File: config.mk
export PLATFORM = sky130hd
export DESIGN_NAME = tone_note_sequencer
export DESIGN_NICKNAME = d
export VERILOG_FILES = /design/src/tns_pkg.sv /design/src/tns_ram.sv /design/src/tns_ctrl.sv /design/src/tns_datapath.sv /design/src/tone_note_sequencer.sv
export SDC_FILE = /design/constraint.sdc
export NUM_CORES = 2
export LEC_CHECK = 0
export BUFFER_PORTS_ARGS = -buffer_cell sky130_fd_sc_hd__clkbuf_2
export CORE_ASPECT_RATIO = 2
export CORE_MARGIN = 2
export CORE_UTILIZATION = 55
export CTS_CLUSTER_SIZE = 16
export DETAILED_ROUTE_END_ITERATION = 10
export GPL_TIMING_DRIVEN = 0
export PLACE_DENSITY_LB_ADDON = 0.25
export SLEW_MARGIN = 20
export SYNTH_ARGS = -nofsm -noshare
export SYNTH_HDL_FRONTEND = slang
export SYNTH_HIERARCHICAL = 1
export SYNTH_SLANG_ARGS = --single-unit
File: constraint.sdc
create_clock -name aclk -period 5.4 [get_ports aclk]
set_input_delay 0.54 -clock aclk [delete_from_list [all_inputs] [get_ports aclk]]
set_output_delay 0.54 -clock aclk [all_outputs]
set_load 0.03 [all_outputs]
File: src/tns_pkg.sv
`default_nettype none

package tns_pkg;

    typedef enum logic [1:0] {
        FUNC_TICK = 2'd0,
        FUNC_LOAD = 2'd1,
        FUNC_PLAY = 2'd2,
        FUNC_STOP = 2'd3
    } func_t;

    typedef enum logic {
        REG_ENABLE  = 1'b0,
        REG_CEILING = 1'b1
    } reg_idx_t;

    typedef enum logic [2:0] {
        ST_IDLE,
        ST_TICK,
        ST_PLAY_MUL,
        ST_PLAY_NOTE,
        ST_DONE
    } state_t;

    typedef struct packed {
        logic accept;
        logic cfg_we;
        logic tick_step;
        logic play_mul;
        logic play_note;
        logic out_load;
        logic addr_next;
    } cmd_t;

    typedef struct packed {
        func_t func;
        logic  active;
        logic  play_ok;
        logic  step_more;
        logic  out_free;
    } stat_t;

    localparam logic [7:0]  CEILING_RESET = 8'd141;
    localparam logic [6:0]  VOL_MAX       = 7'd100;
    localparam logic [14:0] LVL_ROUND     = 15'd50;
    localparam logic [15:0] DIV_RECIP     = 16'd41944;
    localparam int          DIV_SHIFT     = 22;
    localparam int          CNT_W         = 6;
    localparam int          CNT_MAX       = 63;

endpackage

`default_nettype wire

File: src/tns_ram.sv
`default_nettype none

module tns_ram #(
    parameter int WIDTH = 32,
    parameter int DEPTH = 32
) (
    input  wire logic                                  aclk,
    input  wire logic                                  we,
    input  wire logic [((DEPTH > 1) ? $clog2(DEPTH) : 1)-1:0] waddr,
    input  wire logic [WIDTH-1:0]                      wdata,
    input  wire logic [((DEPTH > 1) ? $clog2(DEPTH) : 1)-1:0] raddr,
    output logic      [WIDTH-1:0]                      rdata
);

    logic [WIDTH-1:0] mem [DEPTH];

    always_ff @(posedge aclk) begin
        if (we) begin
            mem[waddr] <= wdata;
        end
        rdata <= mem[raddr];
    end

endmodule

`default_nettype wire

File: src/tns_ctrl.sv
`default_nettype none

module tns_ctrl (
    input  wire logic           aclk,
    input  wire logic           aresetn,
    input  wire logic           s_valid,
    input  wire logic           cfg_valid,
    input  wire tns_pkg::stat_t stat,
    output tns_pkg::cmd_t       cmd,
    output logic                s_ready,
    output logic                cfg_ready
);
    import tns_pkg::*;

    state_t state_reg;
    state_t state_next;

    always_ff @(posedge aclk) begin
        if (!aresetn) begin
            state_reg <= ST_IDLE;
        end else begin
            state_reg <= state_next;
        end
    end

    always_comb begin
        state_next = state_reg;
        cmd        = '0;
        s_ready    = 1'b0;
        cfg_ready  = 1'b0;
        unique case (state_reg)
            ST_IDLE: begin
                cfg_ready  = 1'b1;
                cmd.cfg_we = cfg_valid;
                s_ready    = !cfg_valid;
                cmd.accept = s_valid && !cfg_valid;
                if (cmd.accept) begin
                    unique case (stat.func)
                        FUNC_TICK: state_next = stat.active ? ST_TICK : ST_DONE;
                        FUNC_PLAY: state_next = stat.play_ok ? ST_PLAY_MUL : ST_DONE;
                        FUNC_LOAD: state_next = ST_DONE;
                        FUNC_STOP: state_next = ST_DONE;
                        default:   state_next = ST_DONE;
                    endcase
                end
            end
            ST_TICK: begin
                cmd.tick_step = 1'b1;
                cmd.addr_next = 1'b1;
                if (!stat.step_more) begin
                    state_next = ST_DONE;
                end
            end
            ST_PLAY_MUL: begin
                cmd.play_mul = 1'b1;
                state_next   = ST_PLAY_NOTE;
            end
            ST_PLAY_NOTE: begin
                cmd.play_note = 1'b1;
                state_next    = ST_DONE;
            end
            ST_DONE: begin
                cmd.out_load = stat.out_free;
                if (stat.out_free) begin
                    state_next = ST_IDLE;
                end
            end
            default: state_next = ST_IDLE;
        endcase
    end

endmodule

`default_nettype wire

File: src/tns_datapath.sv
`default_nettype none

module tns_datapath #(
    parameter int MAX_NOTES = 32
) (
    input  wire logic           aclk,
    input  wire logic           aresetn,
    input  wire tns_pkg::cmd_t  cmd,
    output tns_pkg::stat_t      stat,
    input  wire logic           cfg_index,
    input  wire logic [7:0]     cfg_data,
    input  wire logic [1:0]     s_func,
    input  wire logic [4:0]     s_note_index,
    input  wire logic [15:0]    s_note_pitch,
    input  wire logic [15:0]    s_note_length,
    input  wire logic [5:0]     s_note_count,
    input  wire logic [6:0]     s_cue_volume,
    input  wire logic [15:0]    s_tick_ms,
    input  wire logic           s_speaker_free,
    output logic                m_valid,
    input  wire logic           m_ready,
    output logic                m_tone_on,
    output logic [15:0]         m_tone_hz,
    output logic [7:0]          m_tone_level,
    output logic                m_speaker_held,
    output logic                m_playing
);
    import tns_pkg::*;

    localparam int AW  = (MAX_NOTES > 1) ? $clog2(MAX_NOTES) : 1;
    localparam int PW  = (AW > CNT_W) ? AW : CNT_W;
    localparam int IW  = (AW > 5) ? AW : 5;
    localparam int CAP = (MAX_NOTES < CNT_MAX) ? MAX_NOTES : CNT_MAX;
    localparam logic [CNT_W-1:0] CAP_CNT = CNT_W'(CAP);

    logic             enable_reg,   enable_next;
    logic [7:0]       ceiling_reg,  ceiling_next;
    logic [CNT_W-1:0] cue_len_reg,  cue_len_next;
    logic [CNT_W-1:0] pos_reg,      pos_next;
    logic [16:0]      elapsed_reg,  elapsed_next;
    logic [7:0]       level_reg,    level_next;
    logic             active_reg,   active_next;
    logic             held_reg,     held_next;
    logic             sounding_reg, sounding_next;
    logic [15:0]      hz_reg,       hz_next;
    logic             free_reg,     free_next;
    logic             start_reg,    start_next;
    logic [14:0]      prod_reg,     prod_next;
    logic             out_valid_reg, out_valid_next;
    logic             out_on_reg,    out_on_next;
    logic [15:0]      out_hz_reg,    out_hz_next;
    logic [7:0]       out_level_reg, out_level_next;
    logic             out_held_reg,  out_held_next;
    logic             out_play_reg,  out_play_next;

    logic [CNT_W-1:0] rd_pos;
    logic [PW-1:0]    rd_pos_ext;
    logic [IW-1:0]    wr_idx_ext;
    logic [AW-1:0]    rd_addr;
    logic [AW-1:0]    wr_addr;
    logic             ram_we;
    logic [31:0]      rd_data;
    logic [15:0]      rd_pitch;
    logic [15:0]      rd_len;
    logic             fits;
    logic             last;
    logic [6:0]       vol_c;
    logic [5:0]       count_c;
    logic [30:0]      lvl_prod;
    logic             sn_held;
    logic             sn_sounding;
    logic [15:0]      sn_hz;
    func_t            func;

    assign func       = func_t'(s_func);
    assign rd_pos     = cmd.addr_next ? (pos_reg + 1'b1) : pos_reg;
    assign rd_pos_ext = PW'(rd_pos);
    assign rd_addr    = rd_pos_ext[AW-1:0];
    assign wr_idx_ext = IW'(s_note_index);
    assign wr_addr    = wr_idx_ext[AW-1:0];
    assign ram_we     = cmd.accept && (func == FUNC_LOAD) &&
                        (32'(s_note_index) < 32'(MAX_NOTES));
    assign rd_pitch   = rd_data[31:16];
    assign rd_len     = rd_data[15:0];

    tns_ram #(
        .WIDTH(32),
        .DEPTH(MAX_NOTES)
    ) u_store (
        .aclk (aclk),
        .we   (ram_we),
        .waddr(wr_addr),
        .wdata({s_note_pitch, s_note_length}),
        .raddr(rd_addr),
        .rdata(rd_data)
    );

    assign fits     = elapsed_reg >= {1'b0, rd_len};
    assign last     = ({1'b0, pos_reg} + 7'd1) >= {1'b0, cue_len_reg};
    assign vol_c    = (s_cue_volume > VOL_MAX) ? VOL_MAX : s_cue_volume;
    assign count_c  = (s_note_count > CAP_CNT) ? CAP_CNT : s_note_count;
    assign lvl_prod = 31'(prod_reg) * 31'(DIV_RECIP);

    assign stat.func      = func;
    assign stat.active    = active_reg;
    assign stat.play_ok   = enable_reg && (s_note_count != '0);
    assign stat.step_more = fits && !last;
    assign stat.out_free  = !out_valid_reg || m_ready;

    // start of a note at the entry just read
    always_comb begin
        sn_held     = held_reg;
        sn_sounding = sounding_reg;
        sn_hz       = hz_reg;
        if (rd_pitch == '0) begin
            sn_sounding = 1'b0;
            sn_hz       = '0;
        end else if (held_reg || free_reg) begin
            sn_held     = 1'b1;
            sn_sounding = 1'b1;
            sn_hz       = rd_pitch;
        end
    end

    always_comb begin
        enable_next    = enable_reg;
        ceiling_next   = ceiling_reg;
        cue_len_next   = cue_len_reg;
        pos_next       = pos_reg;
        elapsed_next   = elapsed_reg;
        level_next     = level_reg;
        active_next    = active_reg;
        held_next      = held_reg;
        sounding_next  = sounding_reg;
        hz_next        = hz_reg;
        free_next      = free_reg;
        start_next     = start_reg;
        prod_next      = prod_reg;
        out_valid_next = out_valid_reg;
        out_on_next    = out_on_reg;
        out_hz_next    = out_hz_reg;
        out_level_next = out_level_reg;
        out_held_next  = out_held_reg;
        out_play_next  = out_play_reg;

        if (cmd.cfg_we) begin
            if (cfg_index == REG_ENABLE) begin
                enable_next = cfg_data[0];
                if (!cfg_data[0]) begin
                    active_next   = 1'b0;
                    cue_len_next  = '0;
                    pos_next      = '0;
                    elapsed_next  = '0;
                    held_next     = 1'b0;
                    sounding_next = 1'b0;
                    hz_next       = '0;
                end
            end else begin
                ceiling_next = cfg_data;
            end
        end

        if (cmd.accept) begin
            free_next  = s_speaker_free;
            start_next = 1'b0;
            unique case (func)
                FUNC_TICK: begin
                    if (!active_reg) begin
                        held_next     = 1'b0;
                        sounding_next = 1'b0;
                        hz_next       = '0;
                    end else begin
                        elapsed_next = elapsed_reg + {1'b0, s_tick_ms};
                    end
                end
                FUNC_LOAD: begin
                end
                FUNC_PLAY: begin
                    if (stat.play_ok) begin
                        cue_len_next = count_c;
                        pos_next     = '0;
                        elapsed_next = '0;
                        active_next  = 1'b1;
                        prod_next    = ({7'd0, ceiling_reg} * {8'd0, vol_c}) + LVL_ROUND;
                    end
                end
                FUNC_STOP: begin
                    active_next   = 1'b0;
                    cue_len_next  = '0;
                    pos_next      = '0;
                    elapsed_next  = '0;
                    held_next     = 1'b0;
                    sounding_next = 1'b0;
                    hz_next       = '0;
                end
                default: begin
                end
            endcase
        end

        if (cmd.tick_step) begin
            if (start_reg) begin
                held_next     = sn_held;
                sounding_next = sn_sounding;
                hz_next       = sn_hz;
            end
            if (fits) begin
                elapsed_next = elapsed_reg - {1'b0, rd_len};
                pos_next     = pos_reg + 1'b1;
                start_next   = 1'b1;
                if (last) begin
                    active_next   = 1'b0;
                    cue_len_next  = '0;
                    pos_next      = '0;
                    elapsed_next  = '0;
                    held_next     = 1'b0;
                    sounding_next = 1'b0;
                    hz_next       = '0;
                end
            end
        end

        if (cmd.play_mul) begin
            level_next = lvl_prod[DIV_SHIFT+7:DIV_SHIFT];
        end

        if (cmd.play_note) begin
            held_next     = sn_held;
            sounding_next = sn_sounding;
            hz_next       = sn_hz;
        end

        if (cmd.out_load) begin
            out_valid_next = 1'b1;
            out_on_next    = sounding_reg;
            out_hz_next    = sounding_reg ? hz_reg : '0;
            out_level_next = sounding_reg ? level_reg : '0;
            out_held_next  = held_reg;
            out_play_next  = active_reg;
        end else if (m_ready) begin
            out_valid_next = 1'b0;
        end
    end

    always_ff @(posedge aclk) begin
        if (!aresetn) begin
            enable_reg    <= 1'b1;
            ceiling_reg   <= CEILING_RESET;
            cue_len_reg   <= '0;
            pos_reg       <= '0;
            elapsed_reg   <= '0;
            level_reg     <= CEILING_RESET;
            active_reg    <= 1'b0;
            held_reg      <= 1'b0;
            sounding_reg  <= 1'b0;
            free_reg      <= 1'b0;
            start_reg     <= 1'b0;
            out_valid_reg <= 1'b0;
        end else begin
            enable_reg    <= enable_next;
            ceiling_reg   <= ceiling_next;
            cue_len_reg   <= cue_len_next;
            pos_reg       <= pos_next;
            elapsed_reg   <= elapsed_next;
            level_reg     <= level_next;
            active_reg    <= active_next;
            held_reg      <= held_next;
            sounding_reg  <= sounding_next;
            free_reg      <= free_next;
            start_reg     <= start_next;
            out_valid_reg <= out_valid_next;
        end
    end

    always_ff @(posedge aclk) begin
        hz_reg        <= hz_next;
        prod_reg      <= prod_next;
        out_on_reg    <= out_on_next;
        out_hz_reg    <= out_hz_next;
        out_level_reg <= out_level_next;
        out_held_reg  <= out_held_next;
        out_play_reg  <= out_play_next;
    end

    assign m_valid        = out_valid_reg;
    assign m_tone_on      = out_on_reg;
    assign m_tone_hz      = out_hz_reg;
    assign m_tone_level   = out_level_reg;
    assign m_speaker_held = out_held_reg;
    assign m_playing      = out_play_reg;

endmodule

`default_nettype wire

File: src/tone_note_sequencer.sv
// Tone note sequencer: plays a cue of notes held in a note store.
// Request channel (s_*): func selects tick, load note, play or stop; one
// result per request on the m_* channel, giving the state after the request.
// Configuration channel (cfg_*): register 0 sound_enable (writing 0 stops the
// cue), register 1 volume_ceiling; written only while the block is idle.
// Load, stop, an idle tick or an ignored play go from acceptance straight to the
// done state; a play first passes the multiply and note states; a tick over an
// active cue passes the tick state, which evaluates one note per cycle through the
// single read port of the note store. One request is in flight at a time; the
// next is accepted once the previous result has entered the output register.
// Reset stops the cue, releases the speaker, enables sound and sets the
// ceiling to 141; the note store holds no defined contents until loaded.
// When the receiver stalls, the result waits in the output register and the
// following request is still accepted, but its result is held back until the
// register empties.
`default_nettype none

module tone_note_sequencer #(
    parameter int MAX_NOTES = 32
) (
    input  wire logic        aclk,
    input  wire logic        aresetn,
    input  wire logic        cfg_valid,
    output logic             cfg_ready,
    input  wire logic        cfg_index,
    input  wire logic [7:0]  cfg_data,
    input  wire logic        s_valid,
    output logic             s_ready,
    input  wire logic [1:0]  s_func,
    input  wire logic [4:0]  s_note_index,
    input  wire logic [15:0] s_note_pitch,
    input  wire logic [15:0] s_note_length,
    input  wire logic [5:0]  s_note_count,
    input  wire logic [6:0]  s_cue_volume,
    input  wire logic [15:0] s_tick_ms,
    input  wire logic        s_speaker_free,
    output logic             m_valid,
    input  wire logic        m_ready,
    output logic             m_tone_on,
    output logic [15:0]      m_tone_hz,
    output logic [7:0]       m_tone_level,
    output logic             m_speaker_held,
    output logic             m_playing
);
    import tns_pkg::*;

    cmd_t  cmd;
    stat_t stat;

    tns_ctrl u_ctrl (
        .aclk     (aclk),
        .aresetn  (aresetn),
        .s_valid  (s_valid),
        .cfg_valid(cfg_valid),
        .stat     (stat),
        .cmd      (cmd),
        .s_ready  (s_ready),
        .cfg_ready(cfg_ready)
    );

    tns_datapath #(
        .MAX_NOTES(MAX_NOTES)
    ) u_dp (
        .aclk          (aclk),
        .aresetn       (aresetn),
        .cmd           (cmd),
        .stat          (stat),
        .cfg_index     (cfg_index),
        .cfg_data      (cfg_data),
        .s_func        (s_func),
        .s_note_index  (s_note_index),
        .s_note_pitch  (s_note_pitch),
        .s_note_length (s_note_length),
        .s_note_count  (s_note_count),
        .s_cue_volume  (s_cue_volume),
        .s_tick_ms     (s_tick_ms),
        .s_speaker_free(s_speaker_free),
        .m_valid       (m_valid),
        .m_ready       (m_ready),
        .m_tone_on     (m_tone_on),
        .m_tone_hz     (m_tone_hz),
        .m_tone_level  (m_tone_level),
        .m_speaker_held(m_speaker_held),
        .m_playing     (m_playing)
    );

endmodule

`default_nettype wire

==> results.sh <==
export IMPL_cap_violations=0
export IMPL_grt_util_met1_pct=25.5
export IMPL_cts_made_buffers=96
export IMPL_io_buffer_count=110
export IMPL_relSlewSlack_pct=19.7
export IMPL_setup_violations=0
export IMPL_num_fill_cells=6981
export IMPL_hold_viol=0
export IMPL_core_area_um2=94900
export IMPL_drv_slew=0
export IMPL_ir_drop_v=0.000264
export IMPL_nets=4209
export IMPL_avgSynthCellArea_um2=14.7
export IMPL_cts_max_level=3
export IMPL_use_met2_pct=53.5
export IMPL_synth_area_um2=52500
export IMPL_drc=0
export IMPL_grt_pass1_vias=31954
export IMPL_setup_tns_ns=0
export IMPL_cts_buffer_depth=3
export IMPL_gp_congestion=0.880
export IMPL_rows=160
export IMPL_cp_required_ns=6.00
export IMPL_start_kind="flop"
export IMPL_p_per_area_nw_per_um2=332
export IMPL_fin_util_pct=62.2
export IMPL_drive_gt1_share_pct=12.4
export IMPL_path_clk_slew_ns=0.07
export IMPL_grt_usage_pct=27.0
export IMPL_clk_latency_ns=0.71
export IMPL_grt_ovfl_total=0
export IMPL_die_w_um=223
export IMPL_fin_crit_ns=5.30
export IMPL_area_delta_synth_final_pct=12.3
export IMPL_synth_warnings=6
export IMPL_syn_inst=3576
export IMPL_pin_count=113
export IMPL_cts_tree="done"
export IMPL_fmax_mhz=189
export IMPL_fin_ws_ns=0.0996
export IMPL_yosys_most_used_dff="edfxtp_1"
export IMPL_end_kind="flop"
export IMPL_yosysSeqAreaShare_pct=64.9
export IMPL_fin_area_um2=59000
export IMPL_grt_start_max_net_pins=33
export IMPL_yosysMostFrequentCell="edfxtp_1"
export IMPL_top_usage_layer="met2"
export IMPL_dpl_cell_area_um2=55600
export IMPL_use_met3_pct=3.64
export IMPL_crit_fanout=4
export IMPL_cp_data_arrival_time_ns=5.90
export IMPL_yosys_cell_types_count=75
export IMPL_async_flop_share_pct=0
export IMPL_synth_seq_cells=1169
export IMPL_reg2reg_depth=18
export IMPL_criticalPathCategory="flop to flop"
export IMPL_dieArea_um2=98200
export IMPL_die_h_um=441
export IMPL_yosys_area_top_type="edfxtp_1"
export IMPL_start_util_pct=55.4
export IMPL_synth_common_cells="edfxtp_1, mux2i_1, inv_1, nand2_1, ha_1"
export IMPL_place_ws_ns=-0.779
export IMPL_antenna_found_initial=3
export IMPL_vias_per_cell=6.03
export IMPL_worst_pin_slew_ns=1.20
export IMPL_syn_nets=3936
export IMPL_min_path_cells=3
export IMPL_dp_hpwl_um=95100
export IMPL_drt_total_wl_um=133000
export IMPL_grt_pass1_wl_um=193000
export IMPL_p_leak_uw=0.0202
export IMPL_netlist_area_leader_share_pct=60.9
export IMPL_period_share_pct=98.2
export IMPL_outcome="finished, final reports clean"
export IMPL_cts_sinks=1169
export IMPL_dr_pass1_iters=6
export IMPL_drt_wirelength_per_cell_um=25.8
export IMPL_largest_register_ffs=1024
export IMPL_drtIter0Drc=2156
export IMPL_ant_nets=0
export IMPL_synth_edf_count=1066
export IMPL_vias=31003
export IMPL_ys_top_cells_by_area="edfxtp_1, mux2i_1, ha_1"
export IMPL_clock_root_buffer="clkbuf_16"
export IMPL_skew_ns=0.0236
export IMPL_min_path_type="input port to flop"
## final cells by class
type	instances	area, µm²	share of cell area (%)
flip-flops and latches	1169	34100	57.8
multi-input cells	1996	16900	28.7
clock buffers	122	2570	4.36
repair buffers	176	1540	2.61
well taps	1215	1520	2.58
plain buffers	166	960	1.63
inverters	244	916	1.55
clock inverters	55	470	0.797
diodes	2	5.00	0.00848
## cells in the final DEF, fill, tap and decap left out, drive strengths merged, types with 10 or more instances in the layout
cell	netlist	routed
nand4	30	30
xnor2	38	38
a21o	20	20
and2	64	64
nand2b	11	11
and3	22	22
buf	100	166
nand2	198	198
nor2	80	80
a21oi	154	154
a22o	70	70
a31oi	38	38
clkinv	0	38
nor2b	12	12
a211oi	10	10
o21ai	28	28
or3	11	11
nor3	55	55
fa	103	103
nand3	120	120
o221ai	18	18
xor2	14	14
inv	244	251
clkbuf	67	298
dfxtp	103	103
a22oi	105	105
ha	174	174
o21a	10	10
mux2i	519	519
edfxtp	1066	1066
## critical path, stage by stage (launching register included)
cell      delay [ns]
edfxtp_1        0.55
buf_6           0.19
fa_1            0.51
ha_4            0.29
inv_1           0.05
fa_2            0.55
inv_1           0.05
fa_1            0.46
fa_1            0.45
ha_1            0.30
a21oi_1         0.21
o221ai_2        0.15
a21oi_2         0.27
a21boi_2        0.10
o41a_1          0.36
buf_4           0.17
buf_4           0.14
a21o_1          0.16
o31ai_1         0.23
## report_power, final
group / total [µW] / switching, µW / internal (µW)
clock network: 6840 / 3200 / 3640
registers: 9950 / 30.5 / 9920
logic: 2770 / 1660 / 1110
total: 19600 / 4890 / 14700
## what timing repair did
action / in CTS / in global routing
gates resized for setup: 7 / 14
hold endpoints to repair: 0 / 0
hold buffers: 0 / 0
pin swaps: 3 / 10
setup endpoints to repair: 4 / 8
setup buffers: 11 / 19
## kinds of logic (layout without fill, tap and decap cells)
family	count (synthesis)	after routing	synth area share, %
buffers and inverters	411	763	3.57
XOR/XNOR	52	52	0.867
AND/OR/NAND/NOR	634	634	5.96
flip-flops	1169	1169	64.9
multiplexers	523	523	9.97
adder cells (fa/ha/maj)	277	277	8.07
AO/OA/AOI/OAI	510	510	6.70
other	0	2	0
## through the flow
| step | total power (µW) | hold WS (ns) | instances |
|---|---|---|---|
| 2_1_floorplan | 11900 | 0.431 | 3576 |
| 3_3_place_gp | 12600 | 0.443 | 4901 |
| 3_5_place_dp | 12700 | 0.453 | 4937 |
| 4_1_cts | 19500 | 0.0101 | 5125 |
| 5_1_grt | 20300 | 0.0472 | 5145 |
| 6_report | 19600 | 0.0575 | 5145 |
## worst paths after layout
path | start | endpoint | slack, ns
setup reg to reg | u_dp/prod_reg[8] | u_dp/level_reg[6] | 0.1
hold / removal | cfg_data[4] | u_dp/ceiling_reg[4] | 0.06
hold reg to reg | u_dp/level_reg[2] | u_dp/level_reg[2] | 0.46
setup / recovery | u_dp/prod_reg[8] | u_dp/level_reg[6] | 0.1
## per-layer routing
| metal | vias up | wire [µm] |
|---|---|---|
| li1 | 13943 | - |
| met5 | - | 18 |
| met1 | 15610 | 42400 |
| met4 | 2 | 9450 |
| met2 | 1052 | 75100 |
| met3 | 396 | 5950 |
No activity file was read; power rests on OpenSTA's default activity.
